<file path="src/sv/mrrf_pkg.sv">
// Shared types, constants and CRC step function for the read request framer.
`timescale 1ns / 1ps
package mrrf_pkg;

  localparam int FRAME_LEN = 8;
  localparam int IDX_W     = $clog2(FRAME_LEN);

  localparam logic [7:0]  FUNC_READ_HOLDING = 8'h03;
  localparam logic [7:0]  SLAVE_RESET       = 8'h01;
  localparam logic [7:0]  COUNT_HIGH        = 8'h00;
  localparam logic [15:0] CRC_INIT          = 16'hFFFF;
  localparam logic [15:0] CRC_POLY          = 16'hA001;

  localparam logic [IDX_W-1:0] POS_SLAVE     = IDX_W'(0);
  localparam logic [IDX_W-1:0] POS_FUNC      = IDX_W'(1);
  localparam logic [IDX_W-1:0] POS_ADDR_HI   = IDX_W'(2);
  localparam logic [IDX_W-1:0] POS_ADDR_LO   = IDX_W'(3);
  localparam logic [IDX_W-1:0] POS_COUNT_HI  = IDX_W'(4);
  localparam logic [IDX_W-1:0] POS_COUNT_LO  = IDX_W'(5);
  localparam logic [IDX_W-1:0] POS_CRC_LO    = IDX_W'(6);
  localparam logic [IDX_W-1:0] POS_CRC_HI    = IDX_W'(7);

  typedef struct packed {
    logic [15:0] register_address;
    logic [7:0]  word_count;
  } req_t;

  typedef struct packed {
    logic [7:0] tx_byte;
    logic       last_byte;
  } rsp_t;

  function automatic logic [15:0] crc_byte(input logic [15:0] crc_in, input logic [7:0] data);
    logic [15:0] c;
    c = crc_in ^ {8'h00, data};
    for (int b = 0; b < 8; b++) begin
      if (c[0]) begin
        c = (c >> 1) ^ CRC_POLY;
      end else begin
        c = c >> 1;
      end
    end
    return c;
  endfunction

endpackage

</file>
<file path="src/sv/mrrf_req_buf.sv">
// Input holding register for one read request transaction.
`timescale 1ns / 1ps
module mrrf_req_buf (
  input  logic          clk,
  input  logic          rst,
  input  logic          req_valid,
  output logic          req_stall,
  input  mrrf_pkg::req_t req,
  output logic          held_valid,
  output mrrf_pkg::req_t held,
  input  logic          take
);
  import mrrf_pkg::*;

  logic full;

  assign req_stall  = full;
  assign held_valid = full;

  always_ff @(posedge clk) begin
    if (rst) begin
      full <= 1'b0;
    end else if (req_valid && !full) begin
      full <= 1'b1;
    end else if (take) begin
      full <= 1'b0;
    end
  end

  always_ff @(posedge clk) begin
    if (req_valid && !full) begin
      held <= req;
    end
  end

endmodule

</file>
<file path="src/sv/mrrf_serializer.sv">
// Frame byte sequencer with running CRC and output register.
`timescale 1ns / 1ps
module mrrf_serializer (
  input  logic           clk,
  input  logic           rst,
  input  logic [7:0]     slave_address,
  input  logic           held_valid,
  input  mrrf_pkg::req_t held,
  output logic           take,
  output logic           rsp_valid,
  input  logic           rsp_stall,
  output mrrf_pkg::rsp_t rsp
);
  import mrrf_pkg::*;

  logic             active;
  logic [IDX_W-1:0] idx;
  logic [15:0]      addr;
  logic [7:0]       count;
  logic [15:0]      crc;
  logic             adv;
  logic             emit;
  logic             at_last;
  logic [7:0]       byte_sel;

  always_comb begin
    adv     = !rsp_valid || !rsp_stall;
    emit    = active && adv;
    at_last = (idx == POS_CRC_HI);
    take    = held_valid && (!active || (emit && at_last));
    case (idx)
      POS_SLAVE:    byte_sel = slave_address;
      POS_FUNC:     byte_sel = FUNC_READ_HOLDING;
      POS_ADDR_HI:  byte_sel = addr[15:8];
      POS_ADDR_LO:  byte_sel = addr[7:0];
      POS_COUNT_HI: byte_sel = COUNT_HIGH;
      POS_COUNT_LO: byte_sel = count;
      POS_CRC_LO:   byte_sel = crc[7:0];
      POS_CRC_HI:   byte_sel = crc[15:8];
      default:      byte_sel = 8'h00;
    endcase
  end

  always_ff @(posedge clk) begin
    if (rst) begin
      active    <= 1'b0;
      rsp_valid <= 1'b0;
      idx       <= '0;
    end else begin
      if (adv) begin
        rsp_valid <= active;
      end
      if (take) begin
        active <= 1'b1;
        idx    <= '0;
      end else if (emit) begin
        idx <= idx + IDX_W'(1);
        if (at_last) begin
          active <= 1'b0;
        end
      end
    end
  end

  always_ff @(posedge clk) begin
    if (emit) begin
      rsp.tx_byte   <= byte_sel;
      rsp.last_byte <= at_last;
      if (idx < POS_CRC_LO) begin
        crc <= crc_byte(crc, byte_sel);
      end
    end
    if (take) begin
      crc   <= CRC_INIT;
      addr  <= held.register_address;
      count <= held.word_count;
    end
  end

endmodule

</file>
<file path="src/sv/modbus_read_request_framer_core.sv">
// Top level: Modbus read holding registers request framer with CRC-16.
// The first frame byte passes through the request buffer, the serializer's active state and the output register.
// Throughput: one byte per cycle while rsp_stall is low, frames back to back, set by the byte sequencer.
// A request is buffered while the previous frame is still being sent.
// Reset (rst, synchronous): slave address returns to 1, all valid flags clear.
`timescale 1ns / 1ps
module modbus_read_request_framer_core (
  input  logic           clk,
  input  logic           rst,
  input  logic           req_valid,
  output logic           req_stall,
  input  mrrf_pkg::req_t req,
  output logic           rsp_valid,
  input  logic           rsp_stall,
  output mrrf_pkg::rsp_t rsp,
  input  logic           cfg_valid,
  output logic           cfg_ready,
  input  logic [7:0]     cfg_data
);
  import mrrf_pkg::*;

  logic [7:0] slave_address;
  logic       held_valid;
  req_t       held;
  logic       take;

  assign cfg_ready = 1'b1;

  always_ff @(posedge clk) begin
    if (rst) begin
      slave_address <= SLAVE_RESET;
    end else if (cfg_valid && cfg_ready) begin
      slave_address <= cfg_data;
    end
  end

  mrrf_req_buf u_req_buf (
    .clk        (clk),
    .rst        (rst),
    .req_valid  (req_valid),
    .req_stall  (req_stall),
    .req        (req),
    .held_valid (held_valid),
    .held       (held),
    .take       (take)
  );

  mrrf_serializer u_serializer (
    .clk           (clk),
    .rst           (rst),
    .slave_address (slave_address),
    .held_valid    (held_valid),
    .held          (held),
    .take          (take),
    .rsp_valid     (rsp_valid),
    .rsp_stall     (rsp_stall),
    .rsp           (rsp)
  );

`ifndef SYNTHESIS
  a_req_fills_buffer: assert property (@(posedge clk) disable iff (rst)
    req_valid && !req_stall |=> req_stall)
    else $error("request buffer not full after transaction");

  a_cfg_write: assert property (@(posedge clk) disable iff (rst)
    cfg_valid && cfg_ready |=> slave_address == $past(cfg_data))
    else $error("slave address not updated by config write");

  a_last_not_repeated: assert property (@(posedge clk) disable iff (rst)
    rsp_valid && !rsp_stall && rsp.last_byte |=> !rsp_valid || !rsp.last_byte)
    else $error("last byte followed directly by another last byte");
`endif

endmodule
</file>
<file path="config.mk">
export PLATFORM = sky130hd
export DESIGN_NAME = modbus_read_request_framer_core
export DESIGN_NICKNAME = d
export VERILOG_FILES = /design/src/sv/mrrf_pkg.sv /design/src/sv/mrrf_req_buf.sv /design/src/sv/mrrf_serializer.sv /design/src/sv/modbus_read_request_framer_core.sv
export SDC_FILE = /design/constraint.sdc
export NUM_CORES = 1
export LEC_CHECK = 0
export ABC_AREA = 1
export CORE_MARGIN = 2
export CORE_UTILIZATION = 45
export CTS_CLUSTER_DIAMETER = 50
export CTS_CLUSTER_SIZE = 30
export DETAILED_ROUTE_END_ITERATION = 8
export DONT_BUFFER_PORTS = 1
export PLACE_DENSITY_LB_ADDON = 0.05
export SLEW_MARGIN = 30
export SYNTH_ARGS = -nofsm -noshare
export SYNTH_HDL_FRONTEND = slang
export SYNTH_SLANG_ARGS = --single-unit
</file>
<file path="constraint.sdc">
create_clock -name clk -period 5.1 [get_ports clk]
set_input_delay 1.02 -clock clk [delete_from_list [all_inputs] [get_ports clk]]
set_output_delay 1.02 -clock clk [all_outputs]
set_load 0.05 [all_outputs]
</file>
# Yosys cells after proc, flatten, opt, wreduce, memory -nomap -nowiden
# Cells that the tools add are included.
# Widths: inputs -> output; s select.
# classes
addsub	1
eq_ne	7
mul	0
bitwise_logic	9
n_mux	28
div_mod_pow	0
shifts	0
magnitude_cmp	1
n_reduce_logical	17
# ops
operator	n
$mux 16	22
$pmux 8 s8	1
$not 2->3	8
$xor 16x8->16	1
$eq 3x3->1 const B	4
$eq 3x2->1 const B	2
$reduce_bool 2->1	3
$mux 1	5
$logic_and 1x1->1	4
$logic_not 1->1	4
$reduce_and 2->1	2
$add 3x1->3 const B	1
$eq 3x1->1 const B	1
$logic_not 3->1	1
$lt 3x3->1 const B	1
$logic_or 1x1->1	2
$reduce_or 2->1	1
# word_totals
out_inout_bits	12
reg_bits	87
rom_bits	0
input_bits	37
latch_bits	0
mem_bits_rw	0
mem_count	0

# Longest topological paths before layout
# Gate-level depths: netlist of run 1.
# depth
word_depth	33
mapped_depth	22

# Modules after synthesis
# Synthesis of run 1 repeated with hierarchy kept, for this count alone.
# hier_totals
cells_unflattened	420
hier_area_um2	3932.5
# modules_own_cells
mod	area_each_um2	instances	cells_each	seq_area_each_um2
mrrf_serializer	2803.9	1	336	1411.4
mrrf_req_buf	778.2	1	32	740.7
modbus_read_request_framer_core	350.3	1	52	160.2

# Worst setup path after synthesis of run 1
# No wires, ideal clock.
# synth_path
kind	input to register
startpoint	in rsp_stall
endpoint	reg u_serializer.crc[2]
path_slack_ns	2.072
setup_ns	0.079
stages	6
t_arrival_ns	2.949
required_time_ns	5.021
cell_sequence	nand2_1 > a21oi_1 > nor2_1 > inv_1 > clkbuf_1 > o211ai_1
# synth_between
elab_chain_cells	6
# synth_lines
element	line	rtl
start: declaration	modbus_read_request_framer_core.sv:14	input logic rsp_stall,
$logic_not 1->1	mrrf_serializer.sv:27	adv = !rsp_valid || !rsp_stall;
$logic_or 1x1->1	mrrf_serializer.sv:27	
$logic_and 1x1->1	mrrf_serializer.sv:28	emit = active && adv;
$logic_and 1x1->1	mrrf_serializer.sv:30	take = held_valid && (!active || (emit && at_last));
$logic_or 1x1->1	mrrf_serializer.sv:30	
$logic_and 1x1->1	mrrf_serializer.sv:30	
net take	modbus_read_request_framer_core.sv:25	logic take;
end signal: assignment	mrrf_serializer.sv:70	crc <= crc_byte(crc, byte_sel);
end: declaration	mrrf_serializer.sv:20	logic [15:0] crc;
# The timed path passes the listed nets, and every way through them passes these cells.
# A chain may end at the register's enable or synchronous reset.

# Worst setup path in the final report of run 1
# layout_path
startpoint	reg u_serializer.idx[1]
endpoint	reg u_serializer.crc[0]
# layout_between
elab_chain_cells	26
# layout_lines
element	line	rtl
start: declaration	mrrf_serializer.sv:17	logic [IDX_W-1:0] idx;
start signal: assignment	mrrf_serializer.sv:57	idx <= idx + IDX_W'(1);
$eq 3x3->1, or another cell as far along	mrrf_serializer.sv:29, mrrf_serializer.sv:31	
$pmux 8 s8	mrrf_serializer.sv:31	case (idx)
$xor 16x8->16	mrrf_pkg.sv:35	c = crc_in ^ {8'h00, data};
$mux 16 or $not 2->3 (tied branches)	--	
$mux 16 (on tied branches)	mrrf_serializer.sv:69, mrrf_pkg.sv:37	
$mux 16 (on tied branches)	mrrf_serializer.sv:66, mrrf_serializer.sv:69	
$mux 16, or another cell as far along	mrrf_pkg.sv:37	if (c[0]) begin
$mux 16 (on tied branches)	mrrf_serializer.sv:69, mrrf_pkg.sv:37	
[10 not listed]	--	
$mux 16, or another cell as far along	mrrf_pkg.sv:37	
$mux 16 (on tied branches)	mrrf_serializer.sv:69, mrrf_pkg.sv:37	
$mux 16 (on tied branches)	mrrf_serializer.sv:66, mrrf_serializer.sv:69	
$not 2->3 (no line) or $mux 16 (tied branches)	--	
$mux 16	mrrf_pkg.sv:37	
$mux 16	mrrf_serializer.sv:69	if (idx < POS_CRC_LO) begin
$mux 16	mrrf_serializer.sv:66	if (emit) begin
$mux 16	mrrf_pkg.sv:37	
# Parallel ways exist; a longest one is shown, timed or not. The select of a mux whose other input is x is not followed.

==> results.md, run 1 <==
- Worst Skew: roughly 0.0098 ns
- Core area: 0.00826 mm²
- Vias in the first global route: 2,495
- Largest net degree at the start of global routing: 27
- I/O pins: 49
- Std cell rows: 33
- RSZ-0062 raised after global routing: no
- Yosys reg bits: 87
- Family with the most delay on the worst path: simple AND/OR/NAND/NOR gates
- Final hold vios: 0
- Post-CTS sizing: 0
- Port Buf Inserts: 0
- Placer Congestion: 0.834
- Clk buf depth: 2
- Skew-Pair Late Insertion Delay: 0.35 ns
- Worst Path Arrival: 2.90 ns
- Leakage power: 1.76 nW
- Post-DP HPWL: 5230 µm
- Post-Synthesis Cells: 409
- Post-CTS setup buffer count: 0
- Via count: between 2,000 and 3,000
- Crit-path slowest cell: dfxtp_1
- WL met2: 3400 µm
- Synthesized area: roughly 0.0039 mm²
- Crit share post-route: 0.518
- Setup TNS: 0 ns
- Initial core utilization: 0.467
- CP Class: reg -> reg
- Nature of the critical path startpoint: flip-flop
- Met3 routed WL: 285 µm
- Top_reg_cell synth: edfxtp_1
- Worst-Margin Slew: ~0.64 ns
- Drt pass-1 iters: 4
- WL final: 7150 µm
- GR Overflow Total: 0
- Die area: 0.00932 mm²
- CP Capture Type: flip-flop
- Gr usage total: 0.176
- Vias per inst: 4.89
- Most common cell after layout, fill and taps aside: nand2_1
- H-Tree Depth: 3
- Max Slew Vio Count: 0
- DRT iter0 DRCs: between 100 and 150
- Hold-fix buffers, CTS: 0
- Max layer used: met4
- Yosys cell types: 27
- DIE WIDTH: 96.5 µm
- Syn. warnings: 0
- Layout cell share with drive strength beyond 1: 0.147
- Critical path buffers and inverters: 4
- Final core utilization: 0.501
- Max_cap viols: 0
- Initial antenna violation count: 0
- Number of flops mapped to enable cells by yosys: between 50 and 60
- Fin crit period: 2.64 ns
- Required @ worst endpoint: 5.35 ns
- Crit-path max FO: 11
- Sequential area share after synthesis: 0.600
- Wirelength per Cell: 13.8 µm
- Die height: 96.5 µm
- Commonest non-fill, non-tap cells in the layout: nand2_1 (106), edfxtp_1 (57), nand3_1 (44)
- Mean area per synthesized cell: 9.42 µm²
- Crit path cell chain: inv_1 -> ha_1 -> inv_2 -> nand2_2 -> inv_1 -> nand2_1 -> o21ai_1 -> nand2_1 -> nand2_1 -> nand3_1 -> nand2_1 -> inv_2 -> nand2_2 -> nand2_2 -> nand2_1 -> nand3_1 -> nand3_1 -> nand2_1
- Final nets: 452
- Routed Antenna Nets: 0
- Root buffer cell: clkbuf_8
- Worst path max stage delay: 0.50 ns
- Synth async-reset ratio: 0
- Outcome: finished clean
- Cell Pwr Density: 425 mW/mm²
- Clock slew at reported path FFs: 0.09 ns
- Peak supply drop: 0.168 mV
- CTS Buf Count: 9
- Wl on met1: 3380 µm
- Syn nets: 451
- Antenna cells: 0
- Final setup violation count: 0
- Area growth, synth to finish: 7.27%
- CTS tree: yes
- Relative slew margins: 0.575
- Sink Count: 87
- HP Class: reg -> reg
- FMAX: 378 MHz
- Crit-path most repeated cell: nand2_1
- Remaining DRCs: 0
- First-pass GRT wire length: 12,100 µm
-- layout make-up --
class | instances | area (µm²)
clock inverters | 7 | 71.3
multi-input cells | 267 | 1320
fillers | 791 | 4120
well taps | 105 | 131
repair buffers | 2 | 15.0
clock buffers | 9 | 124
inverters | 43 | 161
flip-flops and latches | 87 | 2310
-- worst paths after layout --
path / cells after the start / startpoint / slack [ns] / end
setup / recovery: 18 / u_serializer.idx[1]$_SDFFE_PP0P_ / 2.46 / u_serializer.crc[0]$_SDFFE_PP1P_
hold / removal: 0 / u_req_buf.held[17]$_DFFE_PP_ / 0.42 / u_serializer.addr[9]$_DFFE_PP_
setup reg to reg: 18 / u_serializer.idx[1]$_SDFFE_PP0P_ / 2.46 / u_serializer.crc[0]$_SDFFE_PP1P_
hold reg to reg: 0 / u_req_buf.held[17]$_DFFE_PP_ / 0.42 / u_serializer.addr[9]$_DFFE_PP_
-- logic make-up after synthesis --
logic type	Yosys count	synth area share
and+or+nand+nor	219	0.261
DFF	87	0.600
buffers and inverters	55	0.0604
AOI/OAI and AO/OA	40	0.0571
adders and majority gates	5	0.0162
xor gates and xnor gates	2	0.00455
other	1	0.000973
-- metal layers --
| layer | up-vias | track usage |
|---|---|---|
| met4 | 0 | 0.0634 |
| met1 | 1139 | 0.235 |
| li1 | 1339 | - |
| met3 | 7 | 0.0396 |
| met2 | 56 | 0.284 |
| met5 | - | 0 |
-- where the power goes --
part           switching [mW]  leakage [nW]  internal, mW
registers              0.0823         0.788         0.840
logic                   0.235         0.881         0.127
clock network           0.246        0.0933         0.226
total                   0.563          1.76          1.19
-- synthesized netlist by cell type, types with 2 or more instances --
cell / instances / share of area
buf_6: 2 / 0.0058
o21ai_0: 14 / 0.018
nand3_2: 2 / 0.0052
o211ai_1: 8 / 0.016
ha_1: 5 / 0.016
clkbuf_1: 5 / 0.0049
inv_2: 4 / 0.0039
or2_4: 5 / 0.011
buf_4: 2 / 0.0039
dfxtp_1: 30 / 0.16
nand3_1: 44 / 0.057
o21ai_1: 2 / 0.0026
nand2_2: 27 / 0.044
edfxtp_1: 57 / 0.44
nand2_1: 106 / 0.10
a21oi_1: 16 / 0.021
buf_2: 3 / 0.0039
inv_1: 38 / 0.037
or2_2: 2 / 0.0032
nor2_1: 30 / 0.029
-- registers in the layout (all words and copies together) (netlist names) --
signal,cells
u_serializer.active,1
u_req_buf.held,24
u_serializer.rsp,9
u_req_buf.held_valid,1
u_serializer.count,8
u_serializer.crc,16
slave_address,8
u_serializer.idx,3
u_serializer.addr,16
u_serializer.rsp_valid,1
-- stage by stage --
| stage | area, µm² | power, mW | instances | hold slack (ns) | worst slack [ns] |
|---|---|---|---|---|---|
| finish | 4130 | 1.76 | 520 | 0.418 | 2.46 |
| detailed placement | 3940 | 1.30 | 504 | 0.405 | 2.46 |
| floorplan | 3850 | 1.22 | 409 | 0.400 | 2.07 |
| global placement | 3930 | 1.30 | 504 | 0.401 | 2.47 |
| global route | 4130 | 1.87 | 520 | 0.433 | 2.13 |
| CTS | 4130 | 1.78 | 520 | 0.423 | 2.43 |
Note: power is estimated with default switching activity, not from simulation.
==> run 2: changes to the inputs <==
==> constraint.sdc (replaced) <==
create_clock -name clk -period 2.5 [get_ports clk]
set_input_delay 0.5 -clock clk [delete_from_list [all_inputs] [get_ports clk]]
set_output_delay 0.5 -clock clk [all_outputs]
set_load 0.05 [all_outputs]
==> run 2 against run 1 <==
Compared with the run above: worst hold slack lost 0.22 ns; sequential share of layout area shrank 2.7 points; utilization grew 2.7 points; final area grew 5.3%; worst setup slack lost 2.2 ns; die area is the same; largest cell class unchanged; clock skew grew 0.0027 ns; clock-buffer cell count is the same.
==> results.md, run 2 (synthesized netlist as in run 1, its figures left out) <==
- Crit-path slowest cell: dfxtp_2 (was dfxtp_1)
- Skew-Pair Late Insertion Delay: 0.36 ns (was 0.35 ns)
- FMAX: 436 MHz (was 378 MHz)
- Area growth, synth to finish: 13.0% (was 7.27%)
- Cell Pwr Density: 895 mW/mm² (was 425 mW/mm²)
- Max_cap viols: 0 (unchanged)
- Max reg flops: 24 (unchanged)
- Critical path buffers and inverters: 2 (was 4)
- Antenna cells: 0 (unchanged)
- HP Start: rst (was u_req_buf.held[17]$_DFFE_PP_)
- HP Class: in -> reg (was reg -> reg)
- Dpl cells: 518 (was 504)
- Initial core utilization: 0.467 (unchanged)
- Wirelength per Cell: 14.0 µm (was 13.8 µm)
- R2R Path Start: u_serializer.idx[1]$_SDFFE_PP0P_ (unchanged)
- Family with the most delay on the worst path: simple AND/OR/NAND/NOR gates (unchanged)
- Vias per inst: 4.86 (was 4.89)
- Crit path cell chain: ha_4 -> ha_2 -> buf_4 -> nand2_1 -> nand2_1 -> nor2_1 -> nand2_1 -> nand2_2 -> nand2_1 -> nand2_1 -> nand2_1 -> nand3_1 -> nand2_2 -> inv_2 -> nand2_2 -> nand2_2 -> nand2_1 -> nand3_1 -> nand3_1 -> nand2_1 (was inv_1 -> ha_1 -> inv_2 -> nand2_2 -> inv_1 -> nand2_1 -> o21ai_1 -> nand2_1 -> nand2_1 -> nand3_1 -> nand2_1 -> inv_2 -> nand2_2 -> nand2_2 -> nand2_1 -> nand3_1 -> nand3_1 -> nand2_1)
- CTS tree: yes (unchanged)
- Hold path cells: 1 (was 0)
- Std cell rows: 33 (unchanged)
- Reg-to-reg slack, setup: 0.21 ns (was 2.46 ns)
- Initial antenna violation count: 0 (unchanged)
- Final std cells w/o fill: 534 (was 520)
- Drt pass-1 iters: 4 (unchanged)
- Commonest non-fill, non-tap cells in the layout: nand2_1 (103), edfxtp_1 (57), nand3_1 (44) (was nand2_1 (106), edfxtp_1 (57), nand3_1 (44))
- Routed Antenna Nets: 0 (unchanged)
- Top reg by flops: u_req_buf.held (unchanged)
- H-Tree Depth: 3 (unchanged)
- Critical Path Start: u_serializer.idx[1]$_SDFFE_PP0P_ (unchanged)
- Required @ worst endpoint: 2.76 ns (was 5.35 ns)
- CP Class: reg -> reg (unchanged)
- Worst Skew: 0.0126 ns (was 0.00984 ns)
- R2R depth: 20 (was 18)
- Nature of the critical path startpoint: flip-flop (unchanged)
- Worst Hold End: u_serializer.rsp_valid$_SDFFE_PP0N_ (was u_serializer.addr[9]$_DFFE_PP_)
- Clk buf depth: 2 (unchanged)
- WL final: 7450 µm (was 7150 µm)
- Root buffer cell: clkbuf_8 (unchanged)
- Crit-path most repeated cell: nand2_1 (unchanged)
- Worst-Margin Slew: 0.576 ns (was 0.636 ns)
- Core area: 0.00826 mm² (unchanged)
- Port Buf Inserts: 0 (unchanged)
- GR Overflow Total: 0 (unchanged)
- Remaining DRCs: 0 (unchanged)
- Fin crit period: 2.29 ns (was 2.64 ns)
- I/O pins: 49 (unchanged)
- Final setup violation count: 0 (unchanged)
- Vias in the first global route: 2,436 (was 2,495)
- Peak supply drop: 0.380 mV (was 0.168 mV)
- Die area: 0.00932 mm² (unchanged)
- CTS Buf Count: 9 (unchanged)
- Leakage power: 1.86 nW (was 1.76 nW)
- Die height: 96.5 µm (unchanged)
- Largest regs: u_req_buf.held (24), u_serializer.addr (16), u_serializer.crc (16) (unchanged)
- Via count: 2,596 (was 2,541)
- Placer Congestion: 0.779 (was 0.834)
- Layout cell share with drive strength beyond 1: 0.205 (was 0.147)
- First-pass GRT wire length: 11,800 µm (was 12,100 µm)
- Max Slew Vio Count: 0 (unchanged)
- WP depth: 20 (was 18)
- Sink Count: 87 (unchanged)
- FF-to-FF End: u_serializer.crc[0]$_SDFFE_PP1P_ (unchanged)
- Crit-path max FO: 5 (was 11)
- Largest net degree at the start of global routing: 26 (was 27)
- Post-DP HPWL: 5440 µm (was 5230 µm)
- Final nets: 466 (was 452)
- RSZ-0062 raised after global routing: no (unchanged)
- Most common cell after layout, fill and taps aside: nand2_1 (unchanged)
- Worst Path Arrival: 2.56 ns (was 2.90 ns)
- DRT iter0 DRCs: 94 (was 112)
- Final hold vios: 0 (unchanged)
- PnR Total Power: 3.90 mW (was 1.76 mW)
- Clock slew at reported path FFs: 0.09 ns (about the same)
- Worst path max stage delay: 0.40 ns (was 0.50 ns)
- Outcome: finished clean (unchanged)
- DIE WIDTH: 96.5 µm (unchanged)
- Gr usage total: 0.175 (was 0.176)
- Crit share post-route: 0.917 (was 0.518)
- CP Capture Type: flip-flop (unchanged)
- Relative slew margins: 0.616 (was 0.575)
==> run 2: stage by stage <==
step	utilization	hold WS, ns	setup TNS (ns)	instance area (µm²)	worst slack [ns]
after CTS	0.521	0.185	0	4300	0.0238
after detailed placement	0.491	0.405	-0.0550	4060	-0.0302
after global routing	0.527	0.174	0	4350	0.0132
final	0.527	0.198	0	4350	0.207
after global placement	0.491	0.404	-0.111	4060	-0.0672
after floorplan	-	0.400	0	3860	0.271
==> run 2: how the worst max path moves through the flow <==
stage	slack (ns)	end
5_1_grt	0.01	u_serializer.crc[0]$_SDFFE_PP1P_
4_1_cts	0.02	u_serializer.crc[0]$_SDFFE_PP1P_
3_5_place_dp	-0.03	u_serializer.crc[0]$_SDFFE_PP1P_
2_1_floorplan	0.27	u_serializer.crc[2]$_SDFFE_PP1P_
6_report	0.21	u_serializer.crc[0]$_SDFFE_PP1P_
3_3_place_gp	-0.07	u_serializer.crc[14]$_SDFFE_PP1P_
==> run 2: where the power goes <==
group          internal (mW)  switching (mW)  total (mW)
Sequential              1.71           0.164        1.88
Combinational          0.314           0.514       0.828
Clock                  0.668           0.525        1.19
==> run 2: final cells by class <==
type	instances	area [µm²]
fill	774	3900
sequential	87	2320
multi-input combinational	267	1370
inverter	43	164
timing repair buffer	16	133
tap	105	131
clock buffer	9	124
clock inverter	7	119
==> run 2: repair_timing <==
item                       CTS  global route
cloned                       0             0
setup buffers                0             0
resized for setup            2            15
hold buffers                 0             0
setup endpoints to repair    3             3
==> run 2: per-layer routing <==
layer | global-route usage | vias up | routed length [µm]
met2 | 0.277 | 55 | 3470
met5 | 0 | - | 0
li1 | - | 1366 | -
met3 | 0.0334 | 9 | 262
met4 | 0.0739 | 0 | 118
met1 | 0.236 | 1166 | 3600
==> run 2: worst reg2reg max path, stage by stage (launching register included) <==
cell and delay [ns]:
dfxtp_2 0.40, ha_4 0.17, ha_2 0.22, buf_4 0.13
nand2_1 0.06, nand2_1 0.06, nor2_1 0.04, nand2_1 0.13
nand2_2 0.09, nand2_1 0.06, nand2_1 0.09, nand2_1 0.09
nand3_1 0.08, nand2_2 0.09, inv_2 0.04, nand2_2 0.08
nand2_2 0.08, nand2_1 0.07, nand3_1 0.07, nand3_1 0.09
nand2_1 0.05
==> run 3: changes to the inputs <==
--- a/config.mk
+++ b/config.mk
@@ -6,13 +6,15 @@
 export NUM_CORES = 1
 export LEC_CHECK = 0
 export ABC_AREA = 1
+export BUFFER_PORTS_ARGS = -buffer_cell sky130_fd_sc_hd__buf_2
+export CORE_ASPECT_RATIO = 1.75
 export CORE_MARGIN = 2
 export CORE_UTILIZATION = 45
 export CTS_CLUSTER_DIAMETER = 50
 export CTS_CLUSTER_SIZE = 30
 export DETAILED_ROUTE_END_ITERATION = 8
-export DONT_BUFFER_PORTS = 1
 export PLACE_DENSITY_LB_ADDON = 0.05
+export SKIP_LAST_GASP = 1
 export SLEW_MARGIN = 30
 export SYNTH_ARGS = -nofsm -noshare
 export SYNTH_HDL_FRONTEND = slang
==> run 3 against run 2 <==
Compared with the run above: sequential share of layout area shrank 3.4 points; register-to-register slack better by 0.03 ns; final area is 7.0% higher; final cell count grew 11%; die area up 0.32%; fmax is 1.3% higher; worst hold slack gained 0.14 ns; clock power up 8%; utilization increased by 3.3 points; global-route usage grew 0.52 points; worst setup slack improved by 0.028 ns; critical path type unchanged.
==> results.md, run 3 (synthesized netlist as in run 1, its figures left out) <==
- R2R Path Start: u_serializer.idx[0]$_SDFFE_PP0P_ (was u_serializer.idx[1]$_SDFFE_PP0P_)
- Worst hold margin: 0.340 ns (was 0.198 ns)
- Std cell rows: 44 (was 33)
- Drt pass-1 iters: 5 (was 4)
- CTS Buf Count: 9 (unchanged)
- Relative slew margins: 0.654 (was 0.616)
- DIE WIDTH: 74.0 µm (was 96.5 µm)
- Wirelength per Cell: 12.8 µm (was 14.0 µm)
- I/O pins: 49 (unchanged)
- Area after DPL: 0.00430 mm² (was 0.00406 mm²)
- Die area: 0.00935 mm² (was 0.00932 mm²)
- Commonest non-fill, non-tap cells in the layout: nand2_1 (105), edfxtp_1 (57), buf_2 (47) (was nand2_1 (103), edfxtp_1 (57), nand3_1 (44))
- Sequential power share: 0.457 (was 0.482)
- Worst Skew: 0.00812 ns (was 0.0126 ns)
- Final setup violation count: 0 (unchanged)
- Wl on met1: 2850 µm (was 3600 µm)
- Routed Antenna Nets: 0 (unchanged)
- Post-DP HPWL: 5920 µm (was 5440 µm)
- Outcome: finished clean (unchanged)
- Nature of the critical path startpoint: flip-flop (unchanged)
- Setup crit end: u_serializer.crc[0]$_SDFFE_PP1P_ (unchanged)
- Via count: 2,800 (was 2,596)
- CP Capture Type: flip-flop (unchanged)
- Sw power: 1.20 mW (about the same)
- RSZ-0062 raised after global routing: no (unchanged)
- Crit-path slowest cell: dfxtp_2 (unchanged)
- Antenna cells: 0 (unchanged)
- Required @ worst endpoint: 2.73 ns (was 2.76 ns)
- WP depth: 18 (was 20)
- Int Pwr: 2.81 mW (was 2.69 mW)
- Core area: 0.00831 mm² (was 0.00826 mm²)
- Placer Congestion: 0.912 (was 0.779)
- Port Buf Inserts: 47 (was 0)
- Fin crit period: 2.26 ns (was 2.29 ns)
- CP Class: reg -> reg (unchanged)
- Initial core utilization: 0.464 (was 0.467)
- Crit-path most repeated cell: nand2_2 (was nand2_1)
- Family with the most delay on the worst path: simple AND/OR/NAND/NOR gates (unchanged)
- Largest net degree at the start of global routing: 25 (was 26)
- Crit path cell chain: buf_4 -> ha_1 -> inv_2 -> nand2_4 -> inv_1 -> nor2_1 -> nand2_1 -> nand3_1 -> nand2_2 -> nand2_2 -> nand2_2 -> nand2_2 -> nand2_2 -> nand2_2 -> nand3_1 -> nand3_2 -> nand3_1 -> nand2_1 (was ha_4 -> ha_2 -> buf_4 -> nand2_1 -> nand2_1 -> nor2_1 -> nand2_1 -> nand2_2 -> nand2_1 -> nand2_1 -> nand2_1 -> nand3_1 -> nand2_2 -> inv_2 -> nand2_2 -> nand2_2 -> nand2_1 -> nand3_1 -> nand3_1 -> nand2_1)
- PnR Total Power: 4.01 mW (was 3.90 mW)
- Clk buf depth: 2 (unchanged)
- DRT iter0 DRCs: 173 (was 94)
- Finished Cell Area: 0.00466 mm² (was 0.00435 mm²)
- Skew-Pair Late Insertion Delay: 0.33 ns (was 0.36 ns)
- Vias per inst: 4.73 (was 4.86)
- Crit-path max FO: 5 (unchanged)
- Root buffer cell: clkbuf_16 (was clkbuf_8)
- Met3 routed WL: 353 µm (was 262 µm)
- Top reg by flops: u_req_buf.held (unchanged)
- Vias in the first global route: 2,706 (was 2,436)
- Initial antenna violation count: 0 (unchanged)
- Setup TNS: 0 ns (unchanged)
- Max layer used: met4 (unchanged)
- Net Sw Frac: 0.299 (was 0.309)
- Leakage power: 2.08 nW (was 1.86 nW)
- H-Tree Depth: 3 (unchanged)
- Area growth, synth to finish: 20.9% (was 13.0%)
- CTS tree: yes (unchanged)
- Hold-fix buffers, CTS: 0 (unchanged)
- Area of the multi-input gates: 0.00137 mm² (about the same)
- Dpl cells: 574 (was 518)
- Storage element area: 0.00232 mm² (about the same)
- Peak supply drop: 0.618 mV (was 0.380 mV)
- Worst path max stage delay: 0.33 ns (was 0.40 ns)
- # fillers: 754 (was 774)
- FF-to-FF End: u_serializer.crc[0]$_SDFFE_PP1P_ (unchanged)
- Die height: 126 µm (was 96.5 µm)
- Remaining DRCs: 0 (unchanged)
- GR Overflow Total: 0 (unchanged)
- First-pass GRT wire length: 12,400 µm (was 11,800 µm)
- Max Slew Vio Count: 0 (unchanged)
- Layout cell share with drive strength beyond 1: 0.275 (was 0.205)
- Most common cell after layout, fill and taps aside: nand2_1 (unchanged)
- Reg-to-reg slack, setup: 0.24 ns (was 0.21 ns)
- Gr usage total: 0.180 (was 0.175)
- FMAX: 442 MHz (was 436 MHz)
- HP Class: in -> reg (unchanged)
- Max_cap viols: 0 (unchanged)
- R2R depth: 18 (was 20)
- Worst Path Arrival: 2.49 ns (was 2.56 ns)
- Critical path buffers and inverters: 3 (was 2)
- Clk pwr share: 0.320 (was 0.306)
- Cell Pwr Density: 860 mW/mm² (was 895 mW/mm²)
- Final std cells w/o fill: 592 (was 534)
- Max reg flops: 24 (unchanged)
- Sink Count: 87 (unchanged)
- Largest regs: u_req_buf.held (24), u_serializer.addr (16), u_serializer.crc (16) (unchanged)
- Final nets: 514 (was 466)
- WL met2: 4150 µm (was 3470 µm)
- Worst-Margin Slew: 0.519 ns (was 0.576 ns)
- Final hold vios: 0 (unchanged)
- Crit share post-route: 0.906 (was 0.917)
- Logic pwr share: 0.223 (was 0.212)
- Clock slew at reported path FFs: 0.06 ns (was 0.09 ns)
- Critical Path Start: u_serializer.idx[0]$_SDFFE_PP0P_ (was u_serializer.idx[1]$_SDFFE_PP0P_)
- WL final: 7600 µm (was 7450 µm)
[run 3: changes by cell type in the layout (fill, tap and decap cells not counted), sizes merged]
| cell | previous run | this run |
|---|---|---|
| inv | 44 | 42 |
| bufinv | 3 | 1 |
| buf | 16 | 64 |
| clkbuf | 9 | 10 |
| clkinvlp | 1 | 0 |
| clkinv | 2 | 6 |
[run 3: power groups by stage]
stage | combinational [mW] | sequential (mW) | clock, mW
5_1_grt | 1.01 | 1.85 | 1.39
3_3_place_gp | 0.860 | 1.86 | 0
3_5_place_dp | 0.875 | 1.86 | 0
6_report | 0.893 | 1.83 | 1.28
2_1_floorplan | 0.623 | 1.87 | 0
4_1_cts | 0.878 | 1.83 | 1.32
[run 3: final cells by class]
type                       instances  share of cell area
inverter                          43              0.0346
tap                              115              0.0309
clock buffer                      10              0.0492
clock inverter                     6              0.0132
timing repair buffer              64              0.0806
sequential                        87               0.497
multi-input combinational        267               0.294
[run 3: worst min path at each step]
stage / start / to / slack [ns] / cells past startpoint
2_1_floorplan: u_req_buf.held[8]$_DFFE_PP_ / u_serializer.addr[0]$_DFFE_PP_ / 0.40 / 0
3_3_place_gp: u_req_buf.held[12]$_DFFE_PP_ / u_serializer.addr[4]$_DFFE_PP_ / 0.40 / 0
3_5_place_dp: u_req_buf.held[8]$_DFFE_PP_ / u_serializer.addr[0]$_DFFE_PP_ / 0.40 / 0
4_1_cts: req[3] / u_req_buf.held[3]$_DFFE_PP_ / 0.33 / 1
5_1_grt: req[22] / u_req_buf.held[22]$_DFFE_PP_ / 0.33 / 1
6_report: req[3] / u_req_buf.held[3]$_DFFE_PP_ / 0.34 / 1
[run 3: metrics by stage]
step	setup WS [ns]	utilization
after CTS	0.0605	0.552
final	0.235	0.560
after global placement	0.129	0.517
after global routing	0.00729	0.560
after detailed placement	0.0763	0.517
after floorplan	0.271	-
[run 3: per-layer routing]
| layer | vias to the layer above | global-route usage |
|---|---|---|
| met5 | - | 0 |
| met4 | 0 | 0.0856 |
| met3 | 13 | 0.0445 |
| met2 | 57 | 0.318 |
| met1 | 1261 | 0.195 |
| li1 | 1469 | - |
[run 3: timing repair]
item	CTS	global route
resized for setup	0	14
buffers inserted	0	2
endpoints found under the setup margin	0	3
